[config.mk]
export PLATFORM = sky130hd
export DESIGN_NAME = bpc_vote
export DESIGN_NICKNAME = d
export VERILOG_FILES = /design/src/rtl/bpc_pkg.sv /design/src/rtl/bpc_vote.sv
export SDC_FILE = /design/constraint.sdc
export NUM_CORES = 1
export LEC_CHECK = 0
export BUFFER_PORTS_ARGS = -buffer_cell sky130_fd_sc_hd__buf_2
export CORE_AREA = 8 8 55 57
export CTS_CLUSTER_DIAMETER = 30
export DETAILED_ROUTE_END_ITERATION = 16
export DIE_AREA = 0 0 63 65
export PLACE_DENSITY = 0.8
export SLEW_MARGIN = 10
export SYNTH_ARGS = -nofsm -noshare
export SYNTH_HDL_FRONTEND = slang
export SYNTH_SLANG_ARGS = --single-unit
[constraint.sdc]
create_clock -name clock -period 1.5 [get_ports clock]
set_clock_uncertainty 0.1 [all_clocks]
set_input_delay 0.15 -clock clock [delete_from_list [all_inputs] [get_ports clock]]
set_output_delay 0.15 -clock clock [all_outputs]
set_load 0.05 [all_outputs]
[src/rtl/bpc_pkg.sv]
// Types and constants of the box pixel classifier.
package bpc_pkg;

   // Bounds and scaled samples in Q16.8.
   localparam int BOUND_W = 24;
   localparam int SAMPLE_W = 16;
   localparam int FRAC_W = 8;
   localparam int LABEL_W = 4;
   localparam int CLASS_IDX_W = 4;
   localparam int CHAN_IDX_W = 3;

   typedef logic signed [BOUND_W-1:0] bound_type;
   typedef logic signed [SAMPLE_W-1:0] sample_type;
   typedef logic [LABEL_W-1:0] label_type;

   // Item kinds carried in req_tuser.
   localparam logic MODE_LOAD = 1'b0;
   localparam logic MODE_SAMPLE = 1'b1;

   // Bound select codes.
   localparam logic BOUND_LOW = 1'b0;
   localparam logic BOUND_HIGH = 1'b1;

   // Configuration register indexes.
   localparam int CSR_IDX_W = 4;
   localparam int CSR_DATA_W = 5;
   localparam logic [CSR_IDX_W-1:0] CSR_CLASS_LIMIT = 4'd0;
   localparam logic [CSR_IDX_W-1:0] CSR_NUM_CHANNELS = 4'd1;
   localparam int CLASS_LIMIT_W = 5;
   localparam int NUM_CHANNELS_W = 4;
   localparam logic [CLASS_LIMIT_W-1:0] CLASS_LIMIT_RESET = 5'd16;
   localparam logic [NUM_CHANNELS_W-1:0] NUM_CHANNELS_RESET = 4'd1;

   // Control of the compare stage.
   typedef struct packed {
      logic valid;
      logic last_chan;
   } s1_type;

endpackage

[src/rtl/bpc_vote.sv]
// Match marks across the channels of a pixel and the highest-class pick.
module bpc_vote #(
   parameter int CLASS_COUNT = 16
) (
   input  logic                   clock,
   input  logic                   reset,
   input  bpc_pkg::s1_type        s1,
   input  logic                   fire,
   input  logic [CLASS_COUNT-1:0] hit,
   input  logic [CLASS_COUNT-1:0] enable,
   output bpc_pkg::label_type     label,
   output logic                   matched
);
   import bpc_pkg::*;

   logic [CLASS_COUNT-1:0] marks_ff;
   logic [CLASS_COUNT-1:0] marks_in;
   logic [CLASS_COUNT-1:0] surviving;

   // Disabled classes keep their mark; enabled ones drop it on a miss.
   assign surviving = marks_ff & hit & enable;

   always_comb begin
      marks_in = marks_ff;
      if (fire) begin
         if (s1.last_chan) begin
            marks_in = '1;
         end else begin
            marks_in = marks_ff & (hit | ~enable);
         end
      end
   end

   always_ff @(posedge clock) begin
      if (reset) begin
         marks_ff <= '1;
      end else begin
         marks_ff <= marks_in;
      end
   end

   // Highest surviving class wins; label keeps its low bits only.
   always_comb begin
      label = '0;
      for (int c = 0; c < CLASS_COUNT; c++) begin
         if (surviving[c]) begin
            label = LABEL_W'(c);
         end
      end
   end

   assign matched = |surviving;

endmodule

==> flow_summary.toml, run 1 <==
[outcome]
outcome = "complete, but fails checks"
violations = "negative setup slack"

[yosys]
synth_top_area_share_pct = 38.8
syn_area_sq_um = 825
synth_warnings = 0
synth_fp_nets = 151
ys_seq_elements = 16
syn_inst = 114
syn_area_per_cell_sq_um = 7.23
synthTopCellsByArea = "dfxtp_1, nand2_1, nand3_1"
yosysSeqAreaShare_pct = 38.8
synth_top_area_cell = "dfxtp_1"
synthDistinctLibCells = 23

[critical_path]
rrSetupSlack_ns = 0.72
critPathMaxFanout = 2
timing_worst_setup_path_type = "register to output pin"
cp_data_required_time_ns = 1.25
crit_path_start_kind = "register"
endpoint_kind = "output pin"
cp.arrival_ns = 1.73

[grt]
gr-total-overflow = 0
grt_pass1_wl_mm = 4.87
grt_max_degree = 18
antenna_found_initial = 0
grt_usage_pct = 14.5
grt_pass1_vias = 1142

[layout]
postLayoutCoreUtil_pct = 61.8
stdcell_count = 199
top_register = "marks_ff"
largest_register_ff_count = 16
nets = 209
drive_gt1_share_pct = 44.4
diodes = 0
syn_to_final_growth_pct = 61.0
fin_area_sq_um = 1330
reg_top3 = "marks_ff: 16 flops"

[timing]
tightest_slew_ns = 0.326
slew_headroom_pct = 78.3
fin_crit_sh_pct = 132
drv_slew = 0
setup_tns_ns = -1.65
finalSetupViolCount = 5
rsz0062_at_grt = "yes"
finalCriticalPeriod_ns = 1.98
max_freq_mhz = 506
fin_ws_ns = -0.477
hold_viol = 0

[die]
io_pins = 42
die_area_sq_um = 4100
num_rows = 17
coreArea_sq_um = 2150
die_w_um = 63
die_y_um = 65
initial_core_util_pct = 38.4

[power]
switchingPower_mw = 0.346
seqPwrFrac_pct = 40.8
power_frac_clock_pct = 25.9
p_comb_share_pct = 33.4
leakagePower_nw = 0.624
powerDensity_nw_per_um2 = 833
ir_drop_uv = 374
switching_share_pct = 31.3
power.internal_mw = 0.760
power_mw = 1.11

[clocking]
clk_pin_slew_ns = 0.09
clk_path_buf_depth = 2
cts_buffers = 3
htree_levels = 1
clk_latency_ns = 0.28
cts_tree = "built"
clock-root-buffer = "clkbuf_4"
cts_sinks = 16

[routing]
drc = 0
firstDrtPassIters = 4
avgRoutedWirePerCell_um = 14.2
vias = 1015
routed_via_density = 5.10
ant_nets = 0
drtIter0Drc = 40
wirelength_mm = 2.82

[placed_design]
dp_cells = 190
hpwl_mm = 2.07
place_congestion = 0.986
place.port_buffers = 40
postPlaceCellArea_sq_um = 1150

[run]
maxCapViolCount = 0

[hold_path]
holdCritPathClass = "primary input to register"
cells by family (layout without fill, tap and decap cells):
| group | count (synthesis) | count (layout) | share of synthesized area, % |
|---|---|---|---|
| compound gates | 21 | 21 | 15.0 |
| buf+inv | 3 | 60 | 1.37 |
| flops | 16 | 16 | 38.8 |
| simple gates | 74 | 74 | 44.8 |
power groups by stage:
stage | registers, mW | clock network, mW | logic [mW]
after global placement | 0.458 | 0 | 0.284
after floorplan | 0.457 | 0 | 0.176
after CTS | 0.450 | 0.292 | 0.361
final | 0.451 | 0.286 | 0.369
after global routing | 0.453 | 0.313 | 0.398
after detailed placement | 0.459 | 0 | 0.295
final cells by class:
type                       instances  area (sq um)
fill                             196           821
multi-input combinational         95           561
timing repair buffer              56           372
sequential                        16           324
clock buffer                       4          36.3
tap                               28          35.0
per-layer routing:
metal,up-vias,track usage (%),wire length (um)
met4,0,8.26,54
met2,34,26.5,1480
li1,518,-,-
met5,-,0,0
met3,9,3.26,151
met1,454,15.1,1130
cell usage after synthesis:
| cell | number |
|---|---|
| nand3_2 | 1 |
| nand3b_1 | 6 |
| o21ai_0 | 13 |
| and2b_1 | 1 |
| and2_1 | 1 |
| and4b_1 | 1 |
| nand3_1 | 15 |
| o211ai_1 | 2 |
| and2b_2 | 1 |
| nand2b_1 | 1 |
| a311oi_1 | 2 |
| dfxtp_1 | 16 |
| nand2_1 | 38 |
| o31ai_1 | 1 |
| clkbuf_1 | 3 |
| nor2_1 | 2 |
| a211oi_1 | 1 |
| a21oi_1 | 1 |
| o22ai_1 | 1 |
| nand4_1 | 1 |
| and3_4 | 1 |
| and3_1 | 4 |
| or4_1 | 1 |
through the flow:
stage | setup WS, ns | hold slack (ns)
after floorplan | -0.238 | 0.194
after global routing | -0.529 | 0.0126
after CTS | -0.478 | 0.000311
after detailed placement | -0.209 | 0.294
after global placement | -0.183 | 0.292
final | -0.477 | 0.00359
worst max-delay path, cell delays in order, from the launching register on:
cell and delay, ns:
dfxtp_2 0.33, and3_4 0.14, and4b_2 0.31, nand3_4 0.07, or4_4 0.42, buf_6 0.17
layout by cell type (no fill, tap or decap), types with 3 or more instances in the layout:
cell type,instances
and3_1,3
buf_2,35
buf_4,11
buf_6,7
clkbuf_4,3
dfxtp_1,13
dfxtp_2,3
nand2_1,37
nand3_1,14
nand3b_1,6
o21ai_0,12
what timing repair did:
action,CTS,global route
resized for setup,26,4
setup endpoints to repair,5,5
setup buffers,4,1
hold buffers,2,0
hold endpoints to repair,2,0
pin swaps,2,3
worst paths after layout:
path,cells after the start,startpoint,end
worst max-delay path,5,marks_ff[14]$_SDFFE_PP1P_,matched
worst min-delay path,3,hit[5],marks_ff[5]$_SDFFE_PP1P_
worst max register to register,3,marks_ff[12]$_SDFFE_PP1P_,marks_ff[12]$_SDFFE_PP1P_
worst min register to register,2,marks_ff[14]$_SDFFE_PP1P_,marks_ff[14]$_SDFFE_PP1P_
Power figures use the tool's default switching activity.
==> run 2: changes to the inputs <==
Settings changed: RECOVER_POWER set to 100.
==> flow_summary.toml, run 2 (synthesized netlist as in run 1, its figures left out) <==
[layout]
multi_input_area_sq_um = 561
seq_area_sq_um = 324
diodes = 0
reg_top3 = "marks_ff: 16 flops"
top_register = "marks_ff"
layout_common_cells = "nand2_1, buf_2, nand3_1"
postLayoutCoreUtil_pct = 61.6
final_common_cell = "nand2_1"
syn_to_final_growth_pct = 60.5
fin_area_sq_um = 1320
largest_register_ff_count = 16
nets = 209
fillers = 196
drive_gt1_share_pct = 43.9

[outcome]
violations = "negative setup slack"
outcome = "complete, but fails checks"

[critical_path]
path_buf_inv = 1
cp_slowest_stage_delay_ns = 0.42
crit_path_start_kind = "register"
cp.arrival_ns = 1.73
timing_worst_setup_path_type = "register to output pin"
critPathTopFamily = "simple AND/OR/NAND/NOR gates"
crit_chain = "and3_4 > and4b_2 > nand3_4 > or4_4 > buf_6"
endpoint_kind = "output pin"
slowest_stage = "or4_4"
cp_data_required_time_ns = 1.25
critPathMaxFanout = 2

[die]
die_area_sq_um = 4100
initial_core_util_pct = 38.4
die_w_um = 63
die_y_um = 65
io_pins = 42
coreArea_sq_um = 2150
num_rows = 17

[routing]
drtIter0Drc = 40
firstDrtPassIters = 4
drc = 0
wirelength_mm = 2.82
vias = 1017
ant_nets = 0
avgRoutedWirePerCell_um = 14.2
routed_via_density = 5.11

[power]
leakagePower_nw = 0.620
powerDensity_nw_per_um2 = 835
ir_drop_uv = 374

[timing]
max_freq_mhz = 506
drv_slew = 0
slew_headroom_pct = 54.4
tightest_slew_ns = 0.683
hold_viol = 0
rsz0062_at_grt = "yes"
finalSetupViolCount = 5
fin_crit_sh_pct = 132
fin_ws_ns = -0.478
finalCriticalPeriod_ns = 1.98

[grt]
gr-total-overflow = 0
grt_pass1_wl_mm = 4.87
grt_max_degree = 18
grt_pass1_vias = 1142
antenna_found_initial = 0
grt_usage_pct = 14.5

[clocking]
htree_levels = 1
clk_latency_ns = 0.29
cts_sinks = 16
clk_path_buf_depth = 2
clk_pin_slew_ns = 0.09
cts_buffers = 3
clock-root-buffer = "clkbuf_4"
cts_tree = "built"

[hold_path]
holdCritPathClass = "primary input to register"

[placed_design]
post-place-ws_ns = -0.209
hpwl_mm = 2.07
place_congestion = 0.986
place.port_buffers = 40
postPlaceCellArea_sq_um = 1150

[run]
maxCapViolCount = 0
-- run 2: changes by cell type in the layout (fill, tap and decap cells not counted) --
cell	before	now
buf_2	35	34
buf_4	11	10
clkbuf_1	0	1
clkbuf_2	0	1
-- run 2: path summary, 6_finish.rpt --
path / from / to / slack, ns / cells past startpoint
setup / recovery: marks_ff[14]$_SDFFE_PP1P_ / matched / -0.48 / 5
hold / removal: hit[5] / marks_ff[5]$_SDFFE_PP1P_ / 0.004 / 3
setup reg to reg: marks_ff[12]$_SDFFE_PP1P_ / marks_ff[12]$_SDFFE_PP1P_ / 0.70 / 3
hold reg to reg: marks_ff[14]$_SDFFE_PP1P_ / marks_ff[14]$_SDFFE_PP1P_ / 0.35 / 2
-- run 2: tightest hold or removal path: stages --
cell     delay (ns)
buf_2          0.08
o21ai_0        0.07
nand2_1        0.06
-- run 2: per-stage QoR --
step	power, mW	hold WS [ns]	instances	TNS [ns]
after global placement	0.743	0.292	190	-0.247
after floorplan	0.633	0.194	114	-0.464
after detailed placement	0.754	0.294	190	-0.347
final	1.11	0.00359	199	-1.65
after CTS	1.10	0.000311	199	-1.65
after global routing	1.16	0.0126	199	-1.93
-- run 2: cell type report --
| cell class | instances | share of cell area [%] |
|---|---|---|
| Sequential cell | 16 | 24.5 |
| Timing Repair Buffer | 56 | 27.8 |
| Clock buffer | 4 | 2.74 |
| Multi-Input combinational cell | 95 | 42.3 |
| Tap cell | 28 | 2.65 |
-- run 2: where the power goes --
group | switching [mW] | total [mW] | internal (mW)
clock | 0.139 | 0.287 | 0.148
combinational | 0.199 | 0.368 | 0.168
sequential | 0.00866 | 0.451 | 0.442
-- run 2: timing repair --
item                                    CTS  global route
endpoints found under the setup margin    5             5
gates resized for setup                  26             4
buffers inserted                          4             1
endpoints found under the hold margin     2             0
pin swaps                                 2             3
hold buffers                              2             0
cloned                                    0             0
-- run 2: routing by layer --
metal	part of all wire (%)	wire [um]	vias to the layer above	global-route usage (%)
li1	-	-	518	-
met1	40	1140	456	15.1
met2	52	1480	34	26.5
met3	5.4	151	9	3.26
met4	1.9	54	0	8.26
met5	0	0	-	0
==> run 3: changes to the inputs <==
Settings changed: BUFFER_PORTS_ARGS -buffer_cell sky130_fd_sc_hd__buf_2 to not set, CORE_AREA 8 8 55 57 to 8 8 49 51, DIE_AREA 0 0 63 65 to 0 0 57 59, DONT_BUFFER_PORTS set to 1, PLACE_DENSITY 0.8 to 0.76.
==> flow_summary.toml, run 3 (synthesized netlist as in run 1, its figures left out) <==
[die]
die_w_um = 57
io_pins = 42
initial_core_util_pct = 49.9
die_area_sq_um = 3360
die_y_um = 59
coreArea_sq_um = 1650
num_rows = 15

[layout]
final_common_cell = "nand2_1"
fillers = 104
syn_to_final_growth_pct = 68.7
nets = 198
largest_register_ff_count = 16
postLayoutCoreUtil_pct = 84.2
layout_common_cells = "nand2_1, dlygate4sd3_1, nand3_1"
top_register = "marks_ff"
drive_gt1_share_pct = 22.6
stdcell_count = 176
reg_top3 = "marks_ff: 16 flops"
diodes = 0
seq_area_sq_um = 324
multi_input_area_sq_um = 561
fin_area_sq_um = 1390

[power]
leakagePower_nw = 0.593
powerDensity_nw_per_um2 = 759
ir_drop_uv = 603

[critical_path]
critPathMaxFanout = 2
slowest_stage = "or4_4"
timing_worst_setup_path_type = "register to output pin"
crit_chain = "and3_4 > and4b_1 > nand3_4 > or4_4"
rrSetupSlack_ns = 0.26
r2r.worst_path.cells = 3
cp_slowest_stage_delay_ns = 0.54
crit_path_start_kind = "register"
cp-startpoint = "marks_ff[14]$_SDFFE_PP1P_"
r2r_start = "marks_ff[6]$_SDFFE_PP1P_"
cp.arrival_ns = 1.69
cp_data_required_time_ns = 1.25
r2r-end = "marks_ff[6]$_SDFFE_PP1P_"
endpoint_kind = "output pin"
cp-endpoint = "matched"

[clocking]
clk_pin_slew_ns = 0.09
clock-root-buffer = "clkbuf_4"
cts_tree = "built"
cts_sinks = 16
clk_path_buf_depth = 2
clk_latency_ns = 0.28
cts_buffers = 3
htree_levels = 1

[grt]
grt_usage_pct = 16.4
grt_pass1_vias = 1073
grt_pass1_wl_mm = 4.57
gr-total-overflow = 0
antenna_found_initial = 0
grt_max_degree = 18

[routing]
avgRoutedWirePerCell_um = 16.7
drtIter0Drc = 31
firstDrtPassIters = 5
vias = 1044
wirelength_mm = 2.95
ant_nets = 0
routed_via_density = 5.93
drc = 0

[timing]
finalSetupViolCount = 5
max_freq_mhz = 516
hold_viol = 0
drv_slew = 0
fin_ws_ns = -0.439
slew_headroom_pct = 73.1
fin_crit_sh_pct = 129
rsz0062_at_grt = "yes"
tightest_slew_ns = 0.401
setup_tns_ns = -1.58
finalCriticalPeriod_ns = 1.94

[placed_design]
place.port_buffers = 0
post-place-ws_ns = -0.121
dp_cells = 139
postPlaceCellArea_sq_um = 961
place_congestion = 0.838
hpwl_mm = 1.84

[outcome]
violations = "negative setup slack"
outcome = "complete, but fails checks"

[run]
maxCapViolCount = 0

[hold_path]
holdCritPathClass = "primary input to register"
## run 3: worst max-delay path, delay by kind of cell (launching register included)
kind / cells / cell delay [ns]
and+or+nand+nor: 4 / 1.07
DFF: 1 / 0.33
## run 3: worst min-delay path by stage
stage	start	endpoint	depth (start not counted)
6_report	reset	marks_ff[1]$_SDFFE_PP1P_	3
5_1_grt	reset	marks_ff[13]$_SDFFE_PP1P_	3
4_1_cts	reset	marks_ff[5]$_SDFFE_PP1P_	3
3_5_place_dp	hit[1]	marks_ff[1]$_SDFFE_PP1P_	2
3_3_place_gp	hit[2]	marks_ff[2]$_SDFFE_PP1P_	2
2_1_floorplan	hit[0]	marks_ff[0]$_SDFFE_PP1P_	2
## run 3: per-layer routing
| metal | wire length, um | vias to the layer above | global-route usage, % |
|---|---|---|---|
| li1 | - | 495 | - |
| met2 | 1550 | 44 | 31.9 |
| met4 | 76 | 0 | 6.04 |
| met1 | 1070 | 496 | 15.4 |
| met5 | 0 | - | 0 |
| met3 | 255 | 9 | 5.36 |
## run 3: cell type report
type                       count  area share, %
multi-input combinational     95           40.3
tap                           17           1.53
timing repair buffer          45           33.3
sequential                    16           23.3
clock buffer                   3           1.62
## run 3: power breakdown
| part | switching, mW | internal, mW | leakage, nW |
|---|---|---|---|
| sequential | 0.00874 | 0.442 | 0.130 |
| combinational | 0.181 | 0.200 | 0.449 |
| clock | 0.131 | 0.0932 | 0.0138 |
## run 3: repair_timing
action,CTS,global route
pin swaps,1,4
endpoints found under the hold margin,16,0
endpoints found under the setup margin,5,5
buffers inserted,1,2
gates resized for setup,7,16
hold buffers,31,0
## run 3: per-stage QoR
stage	hold slack, ns	power [mW]
global route	0.0793	1.10
detailed placement	0.201	0.720
finish	0.0659	1.06
global placement	0.198	0.712
floorplan	0.194	0.633
CTS	0.0666	1.01
