==> src/rtl/bpc_pkg.sv <==
// Types and constants of the box pixel classifier.
package bpc_pkg;

   // Bounds and scaled samples in Q16.8.
   localparam int BOUND_W = 24;
   localparam int SAMPLE_W = 16;
   localparam int FRAC_W = 8;
   localparam int LABEL_W = 4;
   localparam int CLASS_IDX_W = 4;
   localparam int CHAN_IDX_W = 3;

   typedef logic signed [BOUND_W-1:0] bound_type;
   typedef logic signed [SAMPLE_W-1:0] sample_type;
   typedef logic [LABEL_W-1:0] label_type;

   // Item kinds carried in req_tuser.
   localparam logic MODE_LOAD = 1'b0;
   localparam logic MODE_SAMPLE = 1'b1;

   // Bound select codes.
   localparam logic BOUND_LOW = 1'b0;
   localparam logic BOUND_HIGH = 1'b1;

   // Configuration register indexes.
   localparam int CSR_IDX_W = 4;
   localparam int CSR_DATA_W = 5;
   localparam logic [CSR_IDX_W-1:0] CSR_CLASS_LIMIT = 4'd0;
   localparam logic [CSR_IDX_W-1:0] CSR_NUM_CHANNELS = 4'd1;
   localparam int CLASS_LIMIT_W = 5;
   localparam int NUM_CHANNELS_W = 4;
   localparam logic [CLASS_LIMIT_W-1:0] CLASS_LIMIT_RESET = 5'd16;
   localparam logic [NUM_CHANNELS_W-1:0] NUM_CHANNELS_RESET = 4'd1;

   // Control of the compare stage.
   typedef struct packed {
      logic valid;
      logic last_chan;
   } s1_type;

endpackage

==> src/rtl/bpc_lane.sv <==
// One class lane: bound memories per channel and the box test on a sample.
module bpc_lane #(
   parameter int CHANNEL_COUNT = 8
) (
   input  logic                 clock,
   input  logic                 wr_lo,
   input  logic                 wr_hi,
   input  logic [((CHANNEL_COUNT > 1) ? $clog2(CHANNEL_COUNT) : 1)-1:0] wr_addr,
   input  bpc_pkg::bound_type   wr_data,
   input  logic                 rd_en,
   input  logic [((CHANNEL_COUNT > 1) ? $clog2(CHANNEL_COUNT) : 1)-1:0] rd_addr,
   input  bpc_pkg::bound_type   s1_sample,
   output logic                 hit
);
   import bpc_pkg::*;

   bound_type lo_mem [CHANNEL_COUNT];
   bound_type hi_mem [CHANNEL_COUNT];
   bound_type lo_q_ff;
   bound_type hi_q_ff;

   always_ff @(posedge clock) begin
      if (wr_lo) begin
         lo_mem[wr_addr] <= wr_data;
      end
      if (wr_hi) begin
         hi_mem[wr_addr] <= wr_data;
      end
   end

   always_ff @(posedge clock) begin
      if (rd_en) begin
         lo_q_ff <= lo_mem[rd_addr];
         hi_q_ff <= hi_mem[rd_addr];
      end
   end

   // Half-open box: low inclusive, high exclusive.
   assign hit = (s1_sample >= lo_q_ff) && (s1_sample < hi_q_ff);

endmodule

==> config.mk <==
export PLATFORM = sky130hd
export DESIGN_NAME = bpc_lane
export DESIGN_NICKNAME = d
export VERILOG_FILES = /design/src/rtl/bpc_pkg.sv /design/src/rtl/bpc_lane.sv
export SDC_FILE = /design/constraint.sdc
export NUM_CORES = 1
export LEC_CHECK = 0
export ABC_AREA = 1
export BUFFER_PORTS_ARGS = -buffer_cell sky130_fd_sc_hd__buf_2
export CAP_MARGIN = 25
export CORE_MARGIN = 4
export CORE_UTILIZATION = 40
export CTS_BUF_LIST = sky130_fd_sc_hd__clkbuf_4 sky130_fd_sc_hd__clkbuf_8
export DETAILED_ROUTE_END_ITERATION = 16
export GPL_TIMING_DRIVEN = 0
export HOLD_SLACK_MARGIN = 0.06
export SLEW_MARGIN = 15
export SYNTH_ARGS = -nofsm -noshare
export SYNTH_HDL_FRONTEND = slang
export SYNTH_SLANG_ARGS = --single-unit
==> constraint.sdc <==
create_clock -name clock -period 2.6 [get_ports clock]
set_input_delay 0.39 -clock clock [delete_from_list [all_inputs] [get_ports clock]]
set_output_delay 0.39 -clock clock [all_outputs]
set_load 0.05 [all_outputs]
==> results of run 1 <==
-- critical path: cells and delay by family, from the launching register on --
family                     cells  cell delay [ns]
and+or+nand+nor               10             0.69
adders and majority gates      1             0.21
buffers and inverters          3             0.39
DFF                            1             0.37
-- how the worst max path moves through the flow --
stage                  start             to  slack (ns)
2_1_floorplan  s1_sample[23]            hit        0.18
3_3_place_gp      wr_addr[1]  hi_mem[0][13]       -0.57
3_5_place_dp   s1_sample[23]            hit        0.14
4_1_cts          hi_q_ff[18]            hit       -0.09
5_1_grt          lo_q_ff[23]            hit       -0.22
6_report         lo_q_ff[15]            hit       -0.04
-- cell families after synthesis --
kind of cell / synth area share, %
simple gates: 9.85
buf+inv: 3.91
compound gates: 9.57
flops: 73.4
fa+ha+maj: 3.33
-- routing by layer --
layer	global-route usage [%]	vias to the layer above	part of all wire [%]	wire, um
li1	-	5276	-	-
met1	25.8	5471	44	19600
met2	31.0	372	49	21600
met3	3.11	43	6.1	2710
met4	3.64	0	1.2	539
met5	0	-	0	0
-- metrics by stage --
| stage | hold WS (ns) | instances | setup slack, ns | power (mW) | utilization (%) |
|---|---|---|---|---|---|
| 2_1_floorplan | 0.489 | 1393 | 0.183 | 8.80 | - |
| 6_report | 0.179 | 2158 | -0.0426 | 14.8 | 47.6 |
| 4_1_cts | 0.175 | 2156 | -0.0894 | 14.8 | 47.3 |
| 3_5_place_dp | 0.643 | 2044 | 0.141 | 9.35 | 43.9 |
| 5_1_grt | 0.159 | 2158 | -0.221 | 15.4 | 47.6 |
| 3_3_place_gp | 0.638 | 2035 | -0.575 | 9.28 | 43.1 |
-- repair_timing --
action	4_1_cts	5_1_grt
endpoints found under the setup margin	1	1
buffers inserted	1	1
gates cloned	0	0
resized for setup	42	20
pin swaps	20	17
-- registers in the layout (all words and copies together) (netlist names) --
name and flops:
hi_mem 192, lo_mem 192, lo_q_ff 24, hi_q_ff 24
-- cell usage in the layout (no fill, tap or decap), types with 13 or more instances in the layout --
cell type / instances
sky130_fd_sc_hd__edfxtp_1: 432
sky130_fd_sc_hd__nor2_1: 348
sky130_fd_sc_hd__o21ai_0: 165
sky130_fd_sc_hd__buf_2: 78
sky130_fd_sc_hd__clkbuf_8: 68
sky130_fd_sc_hd__inv_1: 60
sky130_fd_sc_hd__nand2_1: 55
sky130_fd_sc_hd__o22ai_1: 48
sky130_fd_sc_hd__a31oi_1: 48
sky130_fd_sc_hd__ha_1: 34
sky130_fd_sc_hd__clkbuf_1: 28
sky130_fd_sc_hd__o21ai_1: 28
sky130_fd_sc_hd__nor2_4: 20
sky130_fd_sc_hd__clkinv_1: 15
sky130_fd_sc_hd__clkbuf_4: 15
sky130_fd_sc_hd__buf_4: 14
sky130_fd_sc_hd__inv_2: 13
sky130_fd_sc_hd__a21oi_1: 13
sky130_fd_sc_hd__ha_4: 13
-- area by class of cell --
cell class / count / area, um^2
fill: 3832 / 22700
sequential: 432 / 13000
multi-input combinational: 814 / 4430
clock buffer: 83 / 1050
tap: 585 / 732
timing repair buffer: 69 / 544
buffer: 73 / 413
inverter: 74 / 278
clock inverter: 28 / 214
-- report_power, final --
group	leakage, nW	internal, mW	switching, mW	total, mW
clock network	0.647	2.94	2.54	5.48
registers	3.95	7.96	0.0598	8.02
logic	2.63	0.397	0.876	1.27
==> flow_summary.rst, run 1 <==
.. list-table::
   :header-rows: 1

   * - Metric
     - Value
   * - Final setup skew
     - 0.0201 ns
   * - Vertical extent of the die
     - 218 um
   * - Synth unique cells
     - 28
   * - Core ar.
     - 43400 um^2
   * - Final weighted congestion in routability-driven placement
     - 0.838
   * - Synth Net Count
     - 1498
   * - Detailed Place HPWL
     - 30300 um
   * - Avg Inst Size Synth
     - 12.7 um^2
   * - Commonest cells post-synth
     - 432 x sky130_fd_sc_hd__edfxtp_1, 371 x sky130_fd_sc_hd__nor2_1, 165 x sky130_fd_sc_hd__o21ai_0
   * - Number of enable flip-flop cells after synthesis
     - 432
   * - Total non-filler cell area in the finished layout
     - 20600 um^2
   * - Sequential share of the synthesized area
     - 73.4%
   * - Hold Buf Count CTS
     - 0
   * - GR Overflow Total
     - 0
   * - Ordered cell list for the critical path
     - inv_1, ha_4, nand2_2, nor2_2, buf_4, nand2_1, nand2_1, nand2_1, nand2_1, nor2_1, nor2_1, nor2_1, nor2_1, buf_6
   * - Dominant cell by count in the synthesized netlist
     - sky130_fd_sc_hd__edfxtp_1
   * - Ys Warns
     - 0
   * - Placed inst area
     - 19000 um^2
   * - Leading register cell type out of synthesis
     - sky130_fd_sc_hd__edfxtp_1
   * - Number of pins exceeding their max-slew limit in the final report
     - 0
   * - Area fraction of the dominant cell type after synthesis
     - 73.4%
   * - Width of the die
     - 218 um
   * - GRT Resource Usage Total
     - 18.5%
   * - Setup slack of the critical path after layout
     - -0.0426 ns
   * - Routed wirelength normalized by instance count
     - 20.6 um
   * - Min cycle time layout
     - 2.64 ns
   * - Count of boundary I/O pins
     - 59
   * - Standard-cell row count
     - 76
   * - Number of global-route vias before repair
     - 10800
   * - Largest fanout on the critical path
     - 2
   * - First-pass GRT wire length
     - 66400 um
   * - Antenna violations before repair
     - 0
   * - Starting density of the core
     - 40.8%
   * - Peak supply drop
     - 0.276 mV
   * - Run status
     - finished with violations
   * - Number of buffers created by CTS
     - 67
   * - CP Data Required Time
     - 2.21 ns
   * - Longest individual stage delay on the worst path
     - 0.37 ns
   * - Post-Synthesis Cell Area
     - 17700 um^2
   * - Number of H-tree branching levels
     - 3
   * - End of the worst register-to-register path
     - hi_q_ff[9]
   * - Clock tree buffer depth
     - 3
   * - Number of instances on the worst hold path
     - 1
   * - Detailed Route WL
     - 44400 um
   * - RSZ-0062 raised after global routing
     - yes
   * - P_leak
     - 7.23 nW
   * - Final Hold Violating Endpoints
     - 0
   * - Critical Path Source Type
     - register
   * - Endpoint arrival time on the critical path
     - 2.25 ns
   * - R2R cell count
     - 4
   * - Power density relative to cell area
     - 716 nW/um^2
   * - Clock transition at path regs
     - 0.06 ns
   * - Share of async-settable or async-resettable flops after synthesis
     - 0%
   * - Worst setup path class
     - reg -> out
   * - Number of DRC violations after detailed routing
     - 0
   * - Final setup TNS
     - -0.0426 ns
   * - Clock insertion delay at the later pin of the skew report
     - 0.59 ns
   * - TritonCTS clock tree
     - yes
   * - Number of nets with antenna violations after routing
     - 0
   * - Largest area contributor in the synthesized netlist
     - sky130_fd_sc_hd__edfxtp_1
   * - Crit Reg-Reg Startpoint
     - hi_mem[5][9]
   * - Count of buffers inserted at the top-level ports
     - 57
   * - Maximum number of pins on one net before global-route repair
     - 49
   * - Initial detailed-routing violation count
     - 1120
   * - Max Clock Freq
     - 378 MHz
   * - Ratio of cells with drive above 1 in the final layout
     - 17.6%
   * - Worst Hold Launch
     - rd_en
   * - Final clock period utilization by the worst path
     - 102%
   * - CTS root buf
     - sky130_fd_sc_hd__clkbuf_8
   * - Flip-flop and latch count after synthesis
     - 432
   * - Violations in the final reports
     - setup timing
   * - End of the worst hold path
     - hi_q_ff[21]
   * - Via/cell ratio
     - 5.17
   * - Die Area
     - 47600 um^2
   * - Total of max-cap violations
     - 0
   * - Count of final setup violators
     - 1
   * - Largest cells by area after synthesis
     - sky130_fd_sc_hd__edfxtp_1 73%, sky130_fd_sc_hd__nor2_1 7.9%, sky130_fd_sc_hd__o21ai_0 4.7%
   * - Synthesis-to-layout area growth
     - 16.6%
   * - Overall via count from detail_route
     - 11200
   * - Drt pass-1 iters
     - 5
   * - Slowest stage cell on the critical path
     - sky130_fd_sc_hd__edfxtp_1
   * - Transition time at the pin with the least slew margin
     - 0.866 ns
   * - Endpoint class of the critical path
     - output pin
   * - Antenna diodes
     - 0
   * - Path category of the worst min-delay check
     - in -> reg
   * - Max-slew headroom at the worst pin
     - 42.1%
   * - Nets
     - 1636
   * - Worst reg2reg setup slack
     - 1.28 ns
   * - CTS sink count
     - 432
   * - Synthesized instance count
     - 1393
Power figures use the tool's default switching activity.
==> run 2, diff against run 1 <==
--- a/config.mk
+++ b/config.mk
@@ -6,7 +6,7 @@
 export NUM_CORES = 1
 export LEC_CHECK = 0
 export ABC_AREA = 1
-export BUFFER_PORTS_ARGS = -buffer_cell sky130_fd_sc_hd__buf_2
+export BUFFER_PORTS_ARGS = -buffer_cell sky130_fd_sc_hd__buf_4
 export CAP_MARGIN = 25
 export CORE_MARGIN = 4
 export CORE_UTILIZATION = 40
==> run 2 against run 1 <==
  * The run still ends with setup timing left
  * Register-to-register slack got worse by 0.02 ns
  * Die area is the same
  * Non-clock buffer count up 1
  * Highest routed layer unchanged
  * Flip-flop and latch count unchanged
  * Power is 1.3% higher
  * Sequential power barely moved
  * Global-route usage barely moved
==> flow_summary.rst, run 2 (synthesis gave the netlist of run 1 again) <==
.. list-table::
   :header-rows: 1

   * - Metric
     - Value
   * - Endpoint arrival time on the critical path
     - 2.35 ns (+0.10 ns)
   * - Starting density of the core
     - 40.8% (unchanged)
   * - First-pass GRT wire length
     - 66400 um (+0.13%)
   * - Count of buffering cells on the critical path with inverters included
     - 2 (-1)
   * - Ordered cell list for the critical path
     - inv_1, ha_1, nand2_1, nor2_2, nand4_1, nor2b_4, nand2_1, nand3b_1, nand2_1, nor2_1, buf_6
   * - Routed wirelength normalized by instance count
     - 20.4 um (-0.88%)
   * - Power density relative to cell area
     - 720 nW/um^2 (+0.52%)
   * - Number of global-route vias before repair
     - 11100 (+3.0%)
   * - CTS sink count
     - 432 (unchanged)
   * - Detailed Place HPWL
     - 30300 um (+0.13%)
   * - Longest individual stage delay on the worst path
     - 0.32 ns (-0.05 ns)
   * - Final weighted congestion in routability-driven placement
     - 0.864 (+3.1%)
   * - Maximum number of pins on one net before global-route repair
     - 49 (unchanged)
   * - Most common cell after layout, fill and taps aside
     - sky130_fd_sc_hd__edfxtp_1
   * - Max-slew headroom at the worst pin
     - 44.7% (+2.6 points)
   * - Number of pins exceeding their max-slew limit in the final report
     - 0 (unchanged)
   * - Min cycle time layout
     - 2.74 ns (+0.0926 ns)
   * - Switching Power
     - 3.49 mW (+0.63%)
   * - Number of H-tree branching levels
     - 3 (unchanged)
   * - Clock transition at path regs
     - 0.06 ns (about the same)
   * - Detailed Route WL
     - 44300 um (-0.19%)
   * - CP Data Required Time
     - 2.21 ns (about the same)
   * - Setup slack of the critical path after layout
     - -0.135 ns (-0.0926 ns)
   * - Peak supply drop
     - 0.303 mV (+9.7%)
   * - Path category of the worst min-delay check
     - in -> reg
   * - Highest-count cells in the layout ignoring fill and taps
     - 432 x sky130_fd_sc_hd__edfxtp_1, 347 x sky130_fd_sc_hd__nor2_1, 165 x sky130_fd_sc_hd__o21ai_0
   * - Clock tree buffer depth
     - 3 (unchanged)
   * - Standard-cell row count
     - 76 (unchanged)
   * - Drt pass-1 iters
     - 5 (unchanged)
   * - Critical Path Source Type
     - register
   * - RSZ-0062 raised after global routing
     - yes
   * - Final setup skew
     - 0.0207 ns (+0.000667 ns)
   * - Nets
     - 1638 (+0.12%)
   * - Count of buffers inserted at the top-level ports
     - 57 (unchanged)
   * - Detail Route met2 WL
     - 21100 um (-2.1%)
   * - GRT Resource Usage Total
     - 18.5% (+0.023 points)
   * - Sequential fraction of design power
     - 53.6% (-0.7 points)
   * - Switching portion of total power
     - 23.3% (-0.16 points)
   * - Highest metal layer with signal wires
     - met4
   * - Overall via count from detail_route
     - 11100 (-0.34%)
   * - Violations in the final reports
     - setup timing
   * - Worst setup path class
     - reg -> out
   * - Width of the die
     - 218 um (unchanged)
   * - Via/cell ratio
     - 5.12 (-1.0%)
   * - Dominant delay contributor by cell family on the critical path
     - simple AND/OR/NAND/NOR gates
   * - Number of DRC violations after detailed routing
     - 0 (unchanged)
   * - Most used cell, CP
     - sky130_fd_sc_hd__nand2_1
   * - Combinational cell fraction of total power
     - 8.5% (about the same)
   * - Endpoint class of the critical path
     - output pin
   * - Synthesis-to-layout area growth
     - 17.6%
   * - Ratio of cells with drive above 1 in the final layout
     - 17.4% (-0.22 points)
   * - Final clock period utilization by the worst path
     - 105% (+3.6 points)
   * - Count of final setup violators
     - 1 (unchanged)
   * - Worst setup timing slack at the placement stage
     - 0.172 ns (+0.0311 ns)
   * - Slowest stage cell on the critical path
     - sky130_fd_sc_hd__edfxtp_1
   * - Initial detailed-routing violation count
     - 1005 (-10%)
   * - Launch point of the worst path
     - hi_q_ff[12]
   * - Largest fanout on the critical path
     - 2 (unchanged)
   * - Core ar.
     - 43400 um^2 (unchanged)
   * - Vertical extent of the die
     - 218 um (unchanged)
   * - Worst Hold Launch
     - wr_data[23]
   * - Run status
     - finished with violations
   * - Total of max-cap violations
     - 0 (unchanged)
   * - Number of buffers created by CTS
     - 68 (+1.5%)
   * - GR Overflow Total
     - 0 (unchanged)
   * - CTS root buf
     - sky130_fd_sc_hd__clkbuf_8
   * - TritonCTS clock tree
     - yes
   * - Final Hold Violating Endpoints
     - 0 (unchanged)
   * - P_leak
     - 7.33 nW (+1.4%)
   * - Count of boundary I/O pins
     - 59 (unchanged)
   * - Clock Power Share
     - 37.9% (+0.8 points)
   * - Max Clock Freq
     - 366 MHz (-3.4%)
   * - Internal power
     - 11.5 mW (+1.5%)
   * - Tot Pwr
     - 15.0 mW (+1.3%)
   * - Met3 wire length
     - 3030 um (+12%)
   * - Number of nets with antenna violations after routing
     - 0 (unchanged)
   * - Crit Reg-Reg Startpoint
     - hi_mem[6][1]
   * - Registers with the most flip-flops
     - hi_mem: 192 flops, lo_mem: 192 flops
   * - Die Area
     - 47600 um^2 (unchanged)
   * - Transition time at the pin with the least slew margin
     - 0.827 ns (-0.0392 ns)
   * - Antenna violations before repair
     - 1 (+1)
   * - Detailed-route wire length on metal 1
     - 19400 um (-0.81%)
   * - Clock insertion delay at the later pin of the skew report
     - 0.59 ns (about the same)
==> run 2: changes by cell type in the layout (fill, tap and decap cells not counted), moves of 6 or more <==
cell	previous run	this run
sky130_fd_sc_hd__buf_2	78	22
sky130_fd_sc_hd__inv_1	60	66
sky130_fd_sc_hd__buf_4	14	71
sky130_fd_sc_hd__inv_2	13	7
sky130_fd_sc_hd__clkbuf_4	15	27
==> run 2: power groups by stage <==
stage	registers, mW	logic, mW	clock network (mW)
finish	8.02	1.27	5.68
global route	8.03	1.41	6.14
CTS	8.02	1.25	5.79
detailed placement	8.16	1.21	0
global placement	8.16	1.15	0
floorplan	8.15	0.650	0
==> run 2: area by class of cell <==
type / instances / area [um^2]
Fill cell: 3854 / 22600
Sequential cell: 432 / 13000
Multi-Input combinational cell: 814 / 4350
Clock buffer: 97 / 1170
Tap cell: 585 / 732
Timing Repair Buffer: 70 / 692
Buffer: 73 / 413
Inverter: 74 / 278
Clock inverter: 27 / 188
Antenna cell: 1 / 2.50
==> run 2: per-layer routing <==
metal / GRT usage [%] / vias to the layer above
met3: 3.35 / 50
li1: - / 5291
met5: 0 / -
met1: 25.5 / 5424
met2: 30.8 / 359
met4: 4.59 / 0
==> run 2: path summary, 6_finish.rpt <==
kind | to | slack, ns | cells after the start
hold / removal | hi_mem[7][23] | 0.13 | 1
setup reg to reg | hi_q_ff[1] | 1.26 | 4
setup / recovery | hit | -0.14 | 11
hold reg to reg | lo_q_ff[5] | 0.64 | 2
==> run 2: repair_timing <==
action / in CTS / in global routing
resized for setup: 23 / 22
pin swaps: 11 / 15
setup endpoints to repair: 1 / 1
hold buffers: 0 / 0
buffers inserted: 2 / 1
==> run 2: through the flow <==
step                      instances  instance area (um^2)  utilization, %  hold WS (ns)  TNS [ns]
final                          2173                 20800            47.9         0.128    -0.135
after global routing           2173                 20800            47.9         0.113    -0.305
after detailed placement       2045                 19200            44.3         0.637         0
after floorplan                1393                 17700               -         0.489         0
after CTS                      2171                 20700            47.7        0.0980    -0.146
after global placement         2035                 18800            43.5         0.638   -135.26
==> run 3, diff against run 2 <==
--- a/config.mk
+++ b/config.mk
@@ -14,6 +14,7 @@
 export DETAILED_ROUTE_END_ITERATION = 16
 export GPL_TIMING_DRIVEN = 0
 export HOLD_SLACK_MARGIN = 0.06
+export SKIP_CTS_REPAIR_TIMING = 1
 export SLEW_MARGIN = 15
 export SYNTH_ARGS = -nofsm -noshare
 export SYNTH_HDL_FRONTEND = slang
==> run 3 against run 2 <==
  * The run still ends with setup timing left
  * Utilization fell by 0.26 points
  * Count of clock-buffer cells in the layout did not move
  * Final cell count barely moved
  * Via count fell by 0.40%
  * Combinational power barely moved
  * Sequential share of layout area rose by 0.34 points
  * First-iteration DRC count fell by 2.8%
  * Largest cell class unchanged
  * Die area did not move
==> flow_summary.rst, run 3 (synthesis gave the netlist of run 1 again) <==
.. list-table::
   :header-rows: 1

   * - Metric
     - Value
   * - Count of final setup violators
     - 1 (unchanged)
   * - Number of nets with antenna violations after routing
     - 0 (unchanged)
   * - CP Data Required Time
     - 2.21 ns (about the same)
   * - Vertical extent of the die
     - 218 um (unchanged)
   * - Routed wirelength normalized by instance count
     - 20.4 um (-0.24%)
   * - Peak supply drop
     - 0.303 mV (about the same)
   * - Highest-count cells in the layout ignoring fill and taps
     - 432 x sky130_fd_sc_hd__edfxtp_1, 349 x sky130_fd_sc_hd__nor2_1, 165 x sky130_fd_sc_hd__o21ai_0
   * - Initial detailed-routing violation count
     - 977 (-2.8%)
   * - Ratio of cells with drive above 1 in the final layout
     - 16.3% (-1.1 points)
   * - Number of cells in the finished layout apart from fillers
     - 2172 (-0.046%)
   * - Number of pins exceeding their max-slew limit in the final report
     - 0 (unchanged)
   * - Standard-cell row count
     - 76 (unchanged)
   * - Run status
     - finished with violations
   * - Setup slack of the critical path after layout
     - -0.109 ns (+0.0262 ns)
   * - Via/cell ratio
     - 5.10 (-0.36%)
   * - Transition time at the pin with the least slew margin
     - 0.830 ns (+0.00278 ns)
   * - First-pass GRT wire length
     - 66300 um (-0.27%)
   * - Final weighted congestion in routability-driven placement
     - 0.864 (unchanged)
   * - Drt pass-1 iters
     - 5 (unchanged)
   * - Critical Path Source Type
     - register
   * - Cell total after placement
     - 2045 (unchanged)
   * - CTS sink count
     - 432 (unchanged)
   * - Max-slew headroom at the worst pin
     - 44.5% (-0.19 points)
   * - CTS root buf
     - sky130_fd_sc_hd__clkbuf_8
   * - Endpoint arrival time on the critical path
     - 2.32 ns (-0.03 ns)
   * - Utilization of the core after routing
     - 47.7% (-0.26 points)
   * - Final setup TNS
     - -0.109 ns (+0.0262 ns)
   * - GR Overflow Total
     - 0 (unchanged)
   * - Final clock period utilization by the worst path
     - 104% (-1.0 points)
   * - Clock insertion delay at the later pin of the skew report
     - 0.60 ns (about the same)
   * - Die Area
     - 47600 um^2 (unchanged)
   * - Sequential cell area
     - 13000 um^2 (unchanged)
   * - Detailed Place HPWL
     - 30300 um (unchanged)
   * - Placed inst area
     - 19200 um^2 (unchanged)
   * - Min cycle time layout
     - 2.71 ns (-0.0262 ns)
   * - Maximum number of pins on one net before global-route repair
     - 49 (unchanged)
   * - Power density relative to cell area
     - 723 nW/um^2 (+0.42%)
   * - Number of DRC violations after detailed routing
     - 0 (unchanged)
   * - Antenna violations before repair
     - 1 (unchanged)
   * - Total of max-cap violations
     - 0 (unchanged)
   * - Path category of the worst min-delay check
     - in -> reg
   * - Total non-filler cell area in the finished layout
     - 20700 um^2 (-0.54%)
   * - Registers with the most flip-flops
     - hi_mem: 192 flops, lo_mem: 192 flops
   * - Most common cell after layout, fill and taps aside
     - sky130_fd_sc_hd__edfxtp_1
   * - Final setup skew
     - 0.0249 ns (+0.00418 ns)
   * - Final Hold Violating Endpoints
     - 0 (unchanged)
   * - Largest fanout on the critical path
     - 2 (unchanged)
   * - Worst setup timing slack at the placement stage
     - 0.172 ns (unchanged)
   * - Overall via count from detail_route
     - 11100 (-0.40%)
   * - Worst setup path class
     - reg -> out
   * - Synthesis-to-layout area growth
     - 16.9%
   * - Count of buffers inserted at the top-level ports
     - 57 (unchanged)
   * - Starting density of the core
     - 40.8% (unchanged)
   * - Clock tree buffer depth
     - 3 (unchanged)
   * - Max Clock Freq
     - 369 MHz (+0.97%)
   * - P_leak
     - 7.30 nW (-0.48%)
   * - Count of boundary I/O pins
     - 59 (unchanged)
   * - Combined area of the multi-input logic cells
     - 4240 um^2 (-2.4%)
   * - Fill cells
     - 3875 (+0.54%)
   * - Width of the die
     - 218 um (unchanged)
   * - Detailed Route WL
     - 44200 um (-0.28%)
   * - GRT Resource Usage Total
     - 18.5% (-0.040 points)
   * - Nets
     - 1637 (-0.061%)
   * - Number of global-route vias before repair
     - 11000 (-0.41%)
   * - Violations in the final reports
     - setup timing
   * - Number of H-tree branching levels
     - 3 (unchanged)
   * - RSZ-0062 raised after global routing
     - yes
   * - Endpoint class of the critical path
     - output pin
   * - TritonCTS clock tree
     - yes
   * - Clock transition at path regs
     - 0.06 ns (about the same)
   * - Number of buffers created by CTS
     - 68 (unchanged)
   * - Core ar.
     - 43400 um^2 (unchanged)
## run 3: worst paths after layout
kind | cells past startpoint | slack [ns] | to | start
worst max-delay path | 12 | -0.11 | hit | hi_q_ff[19]
worst min-delay path | 1 | 0.13 | hi_mem[7][23] | wr_data[23]
worst max register to register | 4 | 1.28 | lo_q_ff[23] | lo_mem[6][23]
worst min register to register | 2 | 0.63 | lo_q_ff[5] | lo_mem[1][5]
## run 3: layout make-up
class	count	area share [%]
flip-flops and latches	432	62.7
well taps	585	3.54
plain buffers	73	2.00
multi-input cells	814	20.5
clock inverters	27	0.908
inverters	74	1.34
diodes	1	0.0121
clock buffers	97	5.64
repair buffers	69	3.31
## run 3: critical path: stages (launching register included)
cell and delay (ns):
sky130_fd_sc_hd__edfxtp_1 0.32, sky130_fd_sc_hd__inv_1 0.05, sky130_fd_sc_hd__ha_1 0.28, sky130_fd_sc_hd__nand2_1 0.05, sky130_fd_sc_hd__inv_1 0.06, sky130_fd_sc_hd__nand3_1 0.10
sky130_fd_sc_hd__nor3_2 0.18, sky130_fd_sc_hd__nor2b_1 0.18, sky130_fd_sc_hd__nand2_1 0.08, sky130_fd_sc_hd__nand3b_1 0.09, sky130_fd_sc_hd__nand2_1 0.06, sky130_fd_sc_hd__nor2_1 0.11
sky130_fd_sc_hd__buf_6 0.17
## run 3: report_power, final
group          leakage (nW)  switching (mW)  total (mW)  internal [mW]
clock network         0.701            2.59        5.69           3.10
registers              3.95          0.0575        8.01           7.96
logic                  2.65           0.847        1.24          0.394
total                  7.30            3.49        14.9           11.5
## run 3: per-stage QoR
stage / power [mW] / hold WS [ns]
2_1_floorplan: 8.80 / 0.489
3_3_place_gp: 9.31 / 0.638
3_5_place_dp: 9.38 / 0.637
4_1_cts: 15.0 / 0.0980
5_1_grt: 15.5 / 0.113
6_report: 14.9 / 0.128
## run 3: routing by layer
layer	GRT usage, %	routed length [um]	up-vias
li1	-	-	5293
met1	25.4	19200	5372
met2	30.7	21200	371
met3	3.35	3090	43
met4	4.59	653	0
met5	0	0	-
